[src/rtl/frame_header_parser_top_macros.svh]
// assertion macros for the frame header parser
`ifndef FRAME_HEADER_PARSER_TOP_MACROS_SVH
`define FRAME_HEADER_PARSER_TOP_MACROS_SVH

// same-cycle implication, checked outside reset
`define FHP_ASSERT_NOW(label, ante, cons, msg) \
	label: assert property (@(posedge clk) disable iff (!arst_n) (ante) |-> (cons)) \
		else $error(msg);

// next-cycle implication, checked outside reset
`define FHP_ASSERT_NEXT(label, ante, cons, msg) \
	label: assert property (@(posedge clk) disable iff (!arst_n) (ante) |=> (cons)) \
		else $error(msg);

`endif

[src/rtl/fhp_pkg.sv]
// shared types, constants and helpers for the frame header parser
package fhp_pkg;

	localparam logic [7:0] MAGIC_FIRST_RST  = 8'h50;
	localparam logic [7:0] MAGIC_SECOND_RST = 8'h57;
	localparam logic [2:0] MAX_VARINT_BYTES = 3'd5;
	localparam int unsigned TDATA_W = 96;

	typedef enum logic [1:0] {
		ST_OK        = 2'd0,
		ST_BAD_MAGIC = 2'd1,
		ST_NEED_MORE = 2'd2,
		ST_OVERFLOW  = 2'd3
	} status_t;

	typedef enum logic {
		REG_MAGIC_FIRST  = 1'b0,
		REG_MAGIC_SECOND = 1'b1
	} reg_idx_t;

	typedef enum logic [2:0] {
		POS_MAGIC0 = 3'd0,
		POS_MAGIC1 = 3'd1,
		POS_VERSION = 3'd2,
		POS_FLAGS  = 3'd3,
		POS_OPCODE = 3'd4,
		POS_STREAM = 3'd5,
		POS_LENGTH = 3'd6
	} pos_t;

	typedef struct packed {
		status_t     status;
		logic [7:0]  version;
		logic [7:0]  flags_out;
		logic [7:0]  opcode_out;
		logic [31:0] flow_id;
		logic [31:0] payload_length;
		logic [3:0]  header_bytes;
	} res_t;

	// seven-bit group placed at its varint position, bits past 31 dropped
	function automatic logic [31:0] group_bits(input logic [7:0] b, input logic [2:0] cnt);
		logic [31:0] g;
		g = {25'd0, b[6:0]};
		case (cnt)
			3'd0: group_bits = g;
			3'd1: group_bits = g << 7;
			3'd2: group_bits = g << 14;
			3'd3: group_bits = g << 21;
			3'd4: group_bits = g << 28;
			default: group_bits = 32'd0;
		endcase
	endfunction

endpackage

[src/rtl/fhp_core.sv]
// header position state machine, varint accumulators and result formation
module fhp_core (
	input  logic          clk,
	input  logic          arst_n,
	input  logic          step,
	input  logic [7:0]    data_byte,
	input  logic          last_available,
	input  logic [7:0]    magic_first,
	input  logic [7:0]    magic_second,
	output logic          res_hit,
	output fhp_pkg::res_t res
);
	import fhp_pkg::*;

	pos_t        pos_q, pos_d;
	logic [2:0]  shift_q, shift_d, shift_inc;
	logic        mis_q, mis_d;
	logic [7:0]  version_q, version_d;
	logic [7:0]  flags_q, flags_d;
	logic [7:0]  opcode_q, opcode_d;
	logic [31:0] stream_q, stream_d;
	logic [31:0] length_q, length_d;
	logic [3:0]  bytes_q, bytes_inc;
	status_t     res_status;

	always_ff @(posedge clk or negedge arst_n) begin
		if (!arst_n) begin
			pos_q     <= POS_MAGIC0;
			shift_q   <= '0;
			mis_q     <= 1'b0;
			version_q <= '0;
			flags_q   <= '0;
			opcode_q  <= '0;
			stream_q  <= '0;
			length_q  <= '0;
			bytes_q   <= '0;
		end else if (step) begin
			if (res_hit) begin
				pos_q     <= POS_MAGIC0;
				shift_q   <= '0;
				mis_q     <= 1'b0;
				version_q <= '0;
				flags_q   <= '0;
				opcode_q  <= '0;
				stream_q  <= '0;
				length_q  <= '0;
				bytes_q   <= '0;
			end else begin
				pos_q     <= pos_d;
				shift_q   <= shift_d;
				mis_q     <= mis_d;
				version_q <= version_d;
				flags_q   <= flags_d;
				opcode_q  <= opcode_d;
				stream_q  <= stream_d;
				length_q  <= length_d;
				bytes_q   <= bytes_inc;
			end
		end
	end

	always_comb begin
		pos_d      = pos_q;
		shift_d    = shift_q;
		mis_d      = mis_q;
		version_d  = version_q;
		flags_d    = flags_q;
		opcode_d   = opcode_q;
		stream_d   = stream_q;
		length_d   = length_q;
		bytes_inc  = bytes_q + 4'd1;
		shift_inc  = shift_q + 3'd1;
		res_hit    = 1'b0;
		res_status = ST_OK;
		case (pos_q)
			POS_MAGIC0, POS_MAGIC1, POS_VERSION, POS_FLAGS: begin
				if (pos_q == POS_MAGIC0 && data_byte != magic_first) mis_d = 1'b1;
				if (pos_q == POS_MAGIC1 && data_byte != magic_second) mis_d = 1'b1;
				if (pos_q == POS_VERSION) version_d = data_byte;
				if (pos_q == POS_FLAGS) flags_d = data_byte;
				pos_d = pos_t'(pos_q + 3'd1);
				if (last_available) begin
					res_hit    = 1'b1;
					res_status = ST_NEED_MORE;
				end
			end
			POS_OPCODE: begin
				opcode_d = data_byte;
				if (mis_q) begin
					res_hit    = 1'b1;
					res_status = ST_BAD_MAGIC;
				end else begin
					pos_d = POS_STREAM;
					if (last_available) begin
						res_hit    = 1'b1;
						res_status = ST_NEED_MORE;
					end
				end
			end
			POS_STREAM: begin
				stream_d = stream_q | group_bits(data_byte, shift_q);
				shift_d  = shift_inc;
				if (!data_byte[7]) begin
					shift_d = '0;
					pos_d   = POS_LENGTH;
					if (last_available) begin
						res_hit    = 1'b1;
						res_status = ST_NEED_MORE;
					end
				end else if (shift_inc >= MAX_VARINT_BYTES) begin
					res_hit    = 1'b1;
					res_status = ST_OVERFLOW;
				end else if (last_available) begin
					res_hit    = 1'b1;
					res_status = ST_NEED_MORE;
				end
			end
			POS_LENGTH: begin
				length_d = length_q | group_bits(data_byte, shift_q);
				shift_d  = shift_inc;
				if (!data_byte[7]) begin
					res_hit    = 1'b1;
					res_status = ST_OK;
				end else if (shift_inc >= MAX_VARINT_BYTES) begin
					res_hit    = 1'b1;
					res_status = ST_OVERFLOW;
				end else if (last_available) begin
					res_hit    = 1'b1;
					res_status = ST_NEED_MORE;
				end
			end
			default: begin
				pos_d = POS_MAGIC0;
			end
		endcase
	end

	always_comb begin
		res        = '0;
		res.status = res_status;
		if (res_status == ST_OK) begin
			res.version        = version_d;
			res.flags_out      = flags_d;
			res.opcode_out     = opcode_d;
			res.flow_id        = stream_d;
			res.payload_length = length_d;
			res.header_bytes   = bytes_inc;
		end
	end

endmodule

[src/rtl/frame_header_parser_top.sv]
// frame header parser top level: input stage, parser core, result register, config
//
// bytes of a frame header enter on the s_ channel, one per request: s_tdata holds the
// byte and s_tlast says no further byte is in the buffer now. a result leaves on the
// m_ channel when a header completes, when the magic check fails on the fifth byte,
// when a varint runs past five bytes, or when the buffer ends early; m_tuser holds
// the status and m_tdata the parsed fields (zero for any status other than ok).
// the magic bytes are set through the cfg_ channel, index 0 first and 1 second;
// other indexes are ignored. cfg_ready is always high.
// one byte is taken per cycle while s_tready is high. a byte is registered in the
// input stage, and its result in the output register. while a result waits on
// m_tready, bytes that give no result keep flowing; the input stage holds only a
// byte whose result would need the busy output register, and s_tready then drops.
// reset clears the parse state, empties both stages and loads the magic registers
// with 0x50 and 0x57.
module frame_header_parser_top (
	input  logic                        clk,
	input  logic                        arst_n,
	input  logic                        s_tvalid,
	output logic                        s_tready,
	input  logic [7:0]                  s_tdata,  // data_byte
	input  logic                        s_tlast,  // last_available
	output logic                        m_tvalid,
	input  logic                        m_tready,
	output logic [fhp_pkg::TDATA_W-1:0] m_tdata,  // version, flags_out, opcode_out,
	                                              // flow_id, payload_length,
	                                              // header_bytes, zero fill
	output logic [1:0]                  m_tuser,  // status
	input  logic                        cfg_valid,
	output logic                        cfg_ready,
	input  logic [1:0]                  cfg_index,
	input  logic [7:0]                  cfg_data
);
	import fhp_pkg::*;

	`include "frame_header_parser_top_macros.svh"

	logic       valid_s1;
	logic [7:0] byte_s1;
	logic       last_s1;
	logic       advance;
	logic       hit;
	res_t       res;
	logic       out_valid_q;
	res_t       out_res_q;
	logic [7:0] magic_first_q;
	logic [7:0] magic_second_q;

	assign cfg_ready = 1'b1;

	always_ff @(posedge clk or negedge arst_n) begin
		if (!arst_n) begin
			magic_first_q  <= MAGIC_FIRST_RST;
			magic_second_q <= MAGIC_SECOND_RST;
		end else if (cfg_valid && cfg_ready && cfg_index[1] == 1'b0) begin
			case (reg_idx_t'(cfg_index[0]))
				REG_MAGIC_FIRST:  magic_first_q  <= cfg_data;
				REG_MAGIC_SECOND: magic_second_q <= cfg_data;
				default: ;
			endcase
		end
	end

	assign advance  = valid_s1 && (!hit || !out_valid_q || m_tready);
	assign s_tready = !valid_s1 || advance;

	always_ff @(posedge clk or negedge arst_n) begin
		if (!arst_n) begin
			valid_s1 <= 1'b0;
		end else if (s_tready) begin
			valid_s1 <= s_tvalid;
		end
	end

	always_ff @(posedge clk) begin
		if (s_tvalid && s_tready) begin
			byte_s1 <= s_tdata;
			last_s1 <= s_tlast;
		end
	end

	fhp_core u_core (
		.clk            (clk),
		.arst_n         (arst_n),
		.step           (advance),
		.data_byte      (byte_s1),
		.last_available (last_s1),
		.magic_first    (magic_first_q),
		.magic_second   (magic_second_q),
		.res_hit        (hit),
		.res            (res)
	);

	always_ff @(posedge clk or negedge arst_n) begin
		if (!arst_n) begin
			out_valid_q <= 1'b0;
		end else if (advance && hit) begin
			out_valid_q <= 1'b1;
		end else if (m_tready) begin
			out_valid_q <= 1'b0;
		end
	end

	always_ff @(posedge clk) begin
		if (advance && hit) begin
			out_res_q <= res;
		end
	end

	assign m_tvalid = out_valid_q;
	assign m_tuser  = out_res_q.status;
	assign m_tdata  = {4'd0,
	                   out_res_q.header_bytes,
	                   out_res_q.payload_length,
	                   out_res_q.flow_id,
	                   out_res_q.opcode_out,
	                   out_res_q.flags_out,
	                   out_res_q.version};

	`FHP_ASSERT_NOW(a_err_fields_zero, m_tvalid && m_tuser != ST_OK, m_tdata == '0, "non-ok result carries field data")
	`FHP_ASSERT_NOW(a_ok_min_len, m_tvalid && m_tuser == ST_OK, m_tdata[91:88] >= 4'd7, "ok result shorter than minimal header")
	`FHP_ASSERT_NEXT(a_s1_hold, valid_s1 && !advance, valid_s1 && $stable(byte_s1) && $stable(last_s1), "held input byte lost or changed")
	`FHP_ASSERT_NEXT(a_no_overwrite, out_valid_q && !m_tready, $stable(out_res_q), "waiting result overwritten")

endmodule

[config.mk]
export PLATFORM = sky130hd
export DESIGN_NAME = frame_header_parser_top
export DESIGN_NICKNAME = d
export VERILOG_FILES = /design/src/rtl/fhp_pkg.sv /design/src/rtl/fhp_core.sv /design/src/rtl/frame_header_parser_top.sv
export VERILOG_INCLUDE_DIRS = /design/src /design/src/rtl
export SDC_FILE = /design/constraint.sdc
export NUM_CORES = 1
export LEC_CHECK = 0
export ABC_AREA = 1
export BUFFER_PORTS_ARGS = -buffer_cell sky130_fd_sc_hd__buf_2
export CAP_MARGIN = 40
export CORE_ASPECT_RATIO = 0.8
export CORE_MARGIN = 2
export CORE_UTILIZATION = 40
export DETAILED_ROUTE_END_ITERATION = 10
export HOLD_SLACK_MARGIN = 0.06
export PLACE_DENSITY = 0.64
export SETUP_SLACK_MARGIN = 0.3
export SLEW_MARGIN = 20
export SYNTH_ARGS = -nofsm -noshare
export SYNTH_HDL_FRONTEND = slang
export SYNTH_SLANG_ARGS = --single-unit
[constraint.sdc]
create_clock -name clk -period 3.7 [get_ports clk]
set_input_delay 1.11 -clock clk [delete_from_list [all_inputs] [get_ports clk]]
set_output_delay 1.11 -clock clk [all_outputs]
set_load 0.05 [all_outputs]
* Yosys cells after proc, flatten, opt, wreduce, memory -nomap -nowiden
Cells that the tools add are included.
** Storage, ports and cells
- Flip-flop bits (word level) :: 220
- Bits in latches :: 0
- Memory bits (writable) :: 0
- Bits in read-only memories :: 0
- Input bits :: 24
- Output and inout port bits :: 101
- Logic and storage cells :: 111
- Memories kept :: 0
** Operators by class
- Add/subtract/negate cells :: 3
- Multipliers :: 0
- Divide/modulo/power cells :: 0
- $lt $le $gt $ge :: 1
- Eq/ne operators :: 15
- Shift-type cells :: 0
- Mux-type cells :: 41
- Bitwise operators :: 4
- Reductions and logical operators :: 25
** Operator list (count)
- 32-bit 2-to-1 mux :: 6
- 32-bit case mux with 5 select lines :: 1
- 8-bit 2-to-1 mux :: 8
- 32-bit OR :: 2
- 8-bit != test :: 2
- 3-bit 2-to-1 mux :: 5
- 3-bit by 2-bit equality test with 1-bit output, second input constant :: 4
- 3-bit equality test, second input constant :: 4
- 3-bit case mux with 4 select lines :: 1
- 1-bit 2-to-1 mux :: 11
- 2-bit 2-to-1 mux :: 5
- 2-bit case mux with 4 select lines :: 1
- 3-bit by 1-bit adder with 3-bit output, second input constant :: 2
- 3-bit by 1-bit equality test with 1-bit output, second input constant :: 2
- 1-bit logical AND :: 6
- 3-bit logical NOT :: 2
- 3-bit != test, second input constant :: 2
- 3-bit case mux with 2 select lines :: 1
- 2-bit AND reduction :: 3
- 3-bit nonzero test :: 2
- 4-bit by 1-bit adder with 4-bit output, second input constant :: 1
- 4-bit 2-to-1 mux :: 1
- 1-bit case mux with 4 select lines :: 1
- 4-bit AND reduction :: 1
- 9 further kinds :: 15

* Depth between registers and ports, before layout
- Word-level depth :: 11
- Depth in mapped cells :: 14
- Depth with buffers taken out :: 13

* Modules after synthesis
Synthesis repeated with hierarchy kept, for this count alone.
** Unflattened totals
- Cells, all modules :: 1041
- Area, all modules :: 10930.5 um^2
** By module, submodules not included
- fhp_core :: times used 1, cells an instance 845, area an instance 6955.4 um^2
- frame_header_parser_top :: times used 1, cells an instance 196, area an instance 3975.1 um^2

* Least setup slack after synthesis
No wires, ideal clock.
- Path type :: reg-to-reg
- Start point :: register u_core.shift_q[0]
- End point :: register out_res_q, in the netlist m_tdata[0], enable pin
- Library setup time :: 0.448 ns
- Arrival time :: 3.593 ns
- Required time :: 3.252 ns
- Slack :: -0.341 ns
- Cell stages (with the launch flop) :: 12
- Buffers on the path :: 1
- Clock period less this slack :: 4.041 ns
- Cells stage by stage :: dfrtp_1 -> ha_1 -> ha_1 -> inv_1 -> nand3_1 -> nand2_1 -> nand2_1 -> nand3_2 -> a21oi_4 -> buf_2 -> nand2_1 -> inv_1
** Between the ends
- Longest elaborated chain between the ends :: 10
- Elaborated cells on any way between the ends :: 11
- Those cells by class :: 1 x add/sub; 1 x order compare; 4 x mux; 5 x reduce/logical
** RTL lines
- from (decl) :: line fhp_core.sv:16 : logic [2:0] shift_q, shift_d, shift_inc;
- from (signal assigned) :: line fhp_core.sv:50 : shift_q <= shift_d;
- 3-bit by 1-bit adder with 3-bit output (*) :: line fhp_core.sv:72 : shift_inc = shift_q + 3'd1;
- 3-bit greater-or-equal comparator (*) :: line fhp_core.sv:110, fhp_core.sv:124
- 1-bit 2-to-1 mux (*) :: line fhp_core.sv:124 : end else if (shift_inc >= MAX_VARINT_BYTES) begin
- 1-bit 2-to-1 mux, on equally long branches :: line fhp_core.sv:121, fhp_core.sv:103
- 1-bit case mux with 4 select lines (*) :: line fhp_core.sv:75 : case (pos_q)
- 1-bit logical NOT :: line frame_header_parser_top.sv:64 : assign advance = valid_s1 && (!hit || !out_valid_q || m_tready);
- 1-bit logical OR (2 in a row) :: line frame_header_parser_top.sv:64
- 1-bit logical AND :: line frame_header_parser_top.sv:64
- 1-bit logical AND (*) :: line frame_header_parser_top.sv:105 : if (advance && hit) begin
- to (signal assigned) :: line frame_header_parser_top.sv:106 : out_res_q <= res;
- to (decl) :: line frame_header_parser_top.sv:45 : res_t out_res_q;
Every way passes the cells marked *; elsewhere a longest branch is shown, timed or not.
A chain may end at the register's enable or synchronous reset.

* Final worst setup path
- Start point :: register u_core.shift_q[0]
- End point :: output s_tready
** Between the ends
- Longest elaborated chain between the ends :: 10
- Elaborated cells on any way between the ends :: 11
- Those cells by class :: 1 x add/sub; 1 x order compare; 4 x mux; 5 x reduce/logical
** RTL lines
- 3-bit by 1-bit adder with 3-bit output (*) :: line fhp_core.sv:72
- 3-bit greater-or-equal comparator (*) :: line fhp_core.sv:110, fhp_core.sv:124
- 1-bit 2-to-1 mux (*) :: line fhp_core.sv:124
- 1-bit 2-to-1 mux, on equally long branches :: line fhp_core.sv:121, fhp_core.sv:103
- 1-bit case mux with 4 select lines (*) :: line fhp_core.sv:75
- 1-bit logical NOT (*) :: line frame_header_parser_top.sv:64
- 1-bit logical OR (*) (2 in a row) :: line frame_header_parser_top.sv:64
- 1-bit logical AND (*) :: line frame_header_parser_top.sv:64
- 1-bit logical OR (*) :: line frame_header_parser_top.sv:65 : assign s_tready = !valid_s1 || advance;
- to (decl) :: line frame_header_parser_top.sv:20 : output logic s_tready,
Marks and branches as above.

==> results.yml <==
global_routing:
  grt_max_degree: 74
  gr-usage-all-layers_pct: 19.0
  grt_antenna_before_repair: 0
  grt_overflow_total: 0
  grt_pass1_wl_um: 38100
  grt_pass1_vias: 7055
worst_setup_path:
  worst-endpoint-arrival_ns: 2.20
  rr_endpoint: "m_tdata[81]"
  timing.setup.critical_path_class: "flip-flop to output port"
  critPathRequiredTime_ns: 2.59
  reg2reg_setup_slack_ns: 0.97
  delay_contributed_by_the_slowest_stage_of_the_critical_path_ns: 0.43
  critical-path-slowest-cell: "dfrtp_2"
  crit_path_start_kind: "flip-flop"
  worstPathCellList: "ha_2 -> ha_1 -> inv_1 -> nand3_1 -> nand2_1 -> nand2_2 -> nand3_4 -> nand3_4 -> buf_6"
  worst-r2r-cell-count: 10
  critical_path.max_fanout: 6
  reg2reg_from: "u_core.pos_q[1]"
  endpoint_kind: "output port"
  library_cell_appearing_most_often_on_the_critical_path: "nand3_4"
logic_synthesis:
  post_synth_num_cell_types: 33
  ys_seq_area_share_pct: 62.6
  ys_ff_latch: 220
  syn_area_um2: 9630
  syn-mean-instance-area_um2: 9.56
  synthesis.yosys.warnings: 0
  synthesis.instances: 1007
floorplan:
  placementRows: 50
  die-area_um2: 25300
  floorplan.die.height_um: 143
  start_util_pct: 40.9
  chipWidth_um: 177
  coreArea_um2: 23500
  design.portCount: 125
clock_tree:
  cts.clk_slew.worst_paths_ns: 0.06
  clock-root-buffer: "clkbuf_16"
  clk_latency_ns: 0.51
  max_root_sink_buffers: 3
  cts_inserted_buffers: 23
  cts_hold_repair.buffers: 0
  cts.htree.levels: 1
  cts_tree: "built"
  numClockSinks: 220
layout:
  antenna_cells_inserted: 0
  layout.filler_cells: 2231
  fin_nets: 1148
  syn2layout_area_growth_pct: 18.0
  final_layout_size_suffix_gt1_share_pct: 18.2
timing:
  rsz0062_at_grt: "no"
  final-max-slew-violation-count: 0
  totalNegativeSetupSlack_ns: 0
  finalHoldViolCount: 0
  max_slew_margin_pct: 45.2
  tightest_slew_ns: 0.821
  timing.fmax_mhz: 303
  fin_crit_sh_pct: 89.3
  finalSetupViolCount: 0
  post-route-min-period_ns: 3.31
  worst_clock_skew_ns: 0.0143
routing:
  drt_pre_antenna_iters: 5
  drt_first_iter_violations: 719
  wl_met1_um: 11800
  vias_per_std_cell: 5.06
  vias: 7292
  drc: 0
  met3_wirelength_um: 1360
  route.detailed.wl_per_inst_um: 16.6
  met2_wl_um: 10400
  route.top_layer_used: "met4"
  routed_wirelength_um: 23900
  route.antenna.remaining_nets: 0
power_and_ir_drop:
  p_sw_share_pct: 37.4
  p_seq_share_pct: 40.8
  fin_total_pwr_mw: 7.87
  p_leak_nw: 5.20
  worst_ir_drop_vdd_mv: 0.319
  comb_power_share_pct: 30.9
  internal_power_mw: 4.93
  total_switching_power_mw: 2.94
  p_clk_share_pct: 28.4
  powerDensity_nw_per_um2: 692
status:
  status: "completed"
placed_design:
  hpwlAfterDp_um: 14800
  gp_congestion: 0.800
  place.port_buffers: 119
run:
  max_capacitance_violation_count: 0
min_path:
  hold_path_class: "primary input to asynchronous set/reset pin"
==> worst max-delay path: cells and delay by family, from the launching register on <==
kind	cells	cell delay, ns
AND/OR/NAND/NOR	5	0.53
adder cells (fa/ha/maj)	2	0.47
flip-flops	1	0.43
buffers and inverters	2	0.25
==> how the worst max path moves through the flow <==
stage,from,cells past startpoint,endpoint
after floorplan,u_core.shift_q[0],11,m_tdata[0]
after global placement,m_tready,4,s_tready
after detailed placement,m_tready,4,s_tready
after CTS,u_core.shift_q[0],9,s_tready
after global routing,u_core.pos_q[0],10,s_tready
final,u_core.shift_q[0],9,s_tready
==> cells in the mapped netlist, drive strengths merged <==
cell / instances / area share, %
ha: 11 / 1.4
or2: 1 / 0.065
nand4: 4 / 0.26
nand3: 19 / 1.0
nand3b: 1 / 0.078
conb: 2 / 0.078
xnor2: 13 / 1.2
edfxtp: 103 / 32
dfrtp: 110 / 29
clkbuf: 27 / 1.1
mux2i: 3 / 0.31
o22ai: 17 / 1.1
nor3: 3 / 0.16
o21ai: 50 / 2.6
a31oi: 64 / 4.2
a22oi: 2 / 0.16
xor2: 1 / 0.091
dfstp: 7 / 1.9
a21oi: 3 / 0.27
buf: 41 / 2.6
nor2: 172 / 6.8
nand2: 293 / 12
o211ai: 1 / 0.078
inv: 59 / 2.3
==> stage by stage <==
| stage | setup WS (ns) | instance area, µm² | hold WS, ns | instances | util (%) |
|---|---|---|---|---|---|
| after floorplan | 0.303 | 9680 | 0.448 | 1010 | - |
| after global placement | 0.664 | 10500 | 0.461 | 1390 | 44.6 |
| after detailed placement | 0.663 | 10600 | 0.466 | 1394 | 44.9 |
| after CTS | 0.329 | 11300 | 0.440 | 1435 | 48.0 |
| after global routing | 0.303 | 11400 | 0.445 | 1441 | 48.3 |
| final | 0.394 | 11400 | 0.449 | 1441 | 48.3 |
==> sequential cells by signal (all words and copies together) (netlist names) <==
signal and cells:
m_tdata 92, u_core.length_q 32, u_core.stream_q 32, byte_s1 8
magic_first_q 8, magic_second_q 8, u_core.flags_q 8, u_core.opcode_q 8
u_core.version_q 8, u_core.bytes_q 4, u_core.pos_q 3, u_core.shift_q 3
m_tuser 2, last_s1 1, m_tvalid 1, u_core.mis_q 1
valid_s1 1
==> area by class of cell <==
| cell class | instances | area, µm² | share of cell area, % |
|---|---|---|---|
| multi-input cells | 663 | 3080 | 27.1 |
| repair buffers | 146 | 923 | 8.12 |
| clock inverters | 10 | 101 | 0.892 |
| well taps | 312 | 390 | 3.43 |
| flip-flops and latches | 220 | 6030 | 53.1 |
| inverters | 59 | 228 | 2.00 |
| clock buffers | 31 | 616 | 5.42 |
==> cells by family (layout without fill, tap and decap cells) <==
logic type      after synthesis  after routing  synth area share [%]
mux                           3              3                 0.312
flops                       220            220                  62.6
simple gates                493            493                  20.0
other cells                   2              5                0.0780
fa+ha+maj                    11             11                  1.43
compound gates              137            137                  8.37
buf+inv                     127            246                  5.96
xor+xnor                     14             14                  1.27
==> metal layers <==
layer  up-vias  global-route usage (%)
met5         -                       0
met4         0                    4.36
met3        27                    2.69
met2       241                    28.7
met1      3502                    29.1
li1       3522                       -
==> cells in the final DEF (no fill, tap or decap), types with 4 or more instances in the layout <==
cell type	count
dfrtp_1	109
clkbuf_1	7
xnor2_1	13
nor2_1	170
inv_2	4
buf_12	4
o22ai_1	17
edfxtp_1	103
o21ai_1	5
inv_1	53
ha_1	10
a31oi_1	64
conb_1	5
dfstp_2	7
clkbuf_16	23
o21ai_0	45
nand2_2	5
buf_4	18
buf_2	117
nand3_1	17
nand4_1	4
nand2_1	286
==> power by group through the flow <==
stage / clock network, mW / logic, mW / registers [mW]
6_report: 2.23 / 2.43 / 3.21
2_1_floorplan: 0 / 1.22 / 3.80
3_3_place_gp: 0 / 2.32 / 3.26
5_1_grt: 2.38 / 2.64 / 3.25
3_5_place_dp: 0 / 2.38 / 3.26
4_1_cts: 2.27 / 2.40 / 3.22
==> timing repair <==
action / in CTS / in global routing
cloned: 0 / 0
pin swaps: 0 / 1
gates resized for setup: 4 / 3
endpoints found under the setup margin: 1 / 1
buffers inserted: 0 / 3
Note: power is estimated with default switching activity, not from simulation.
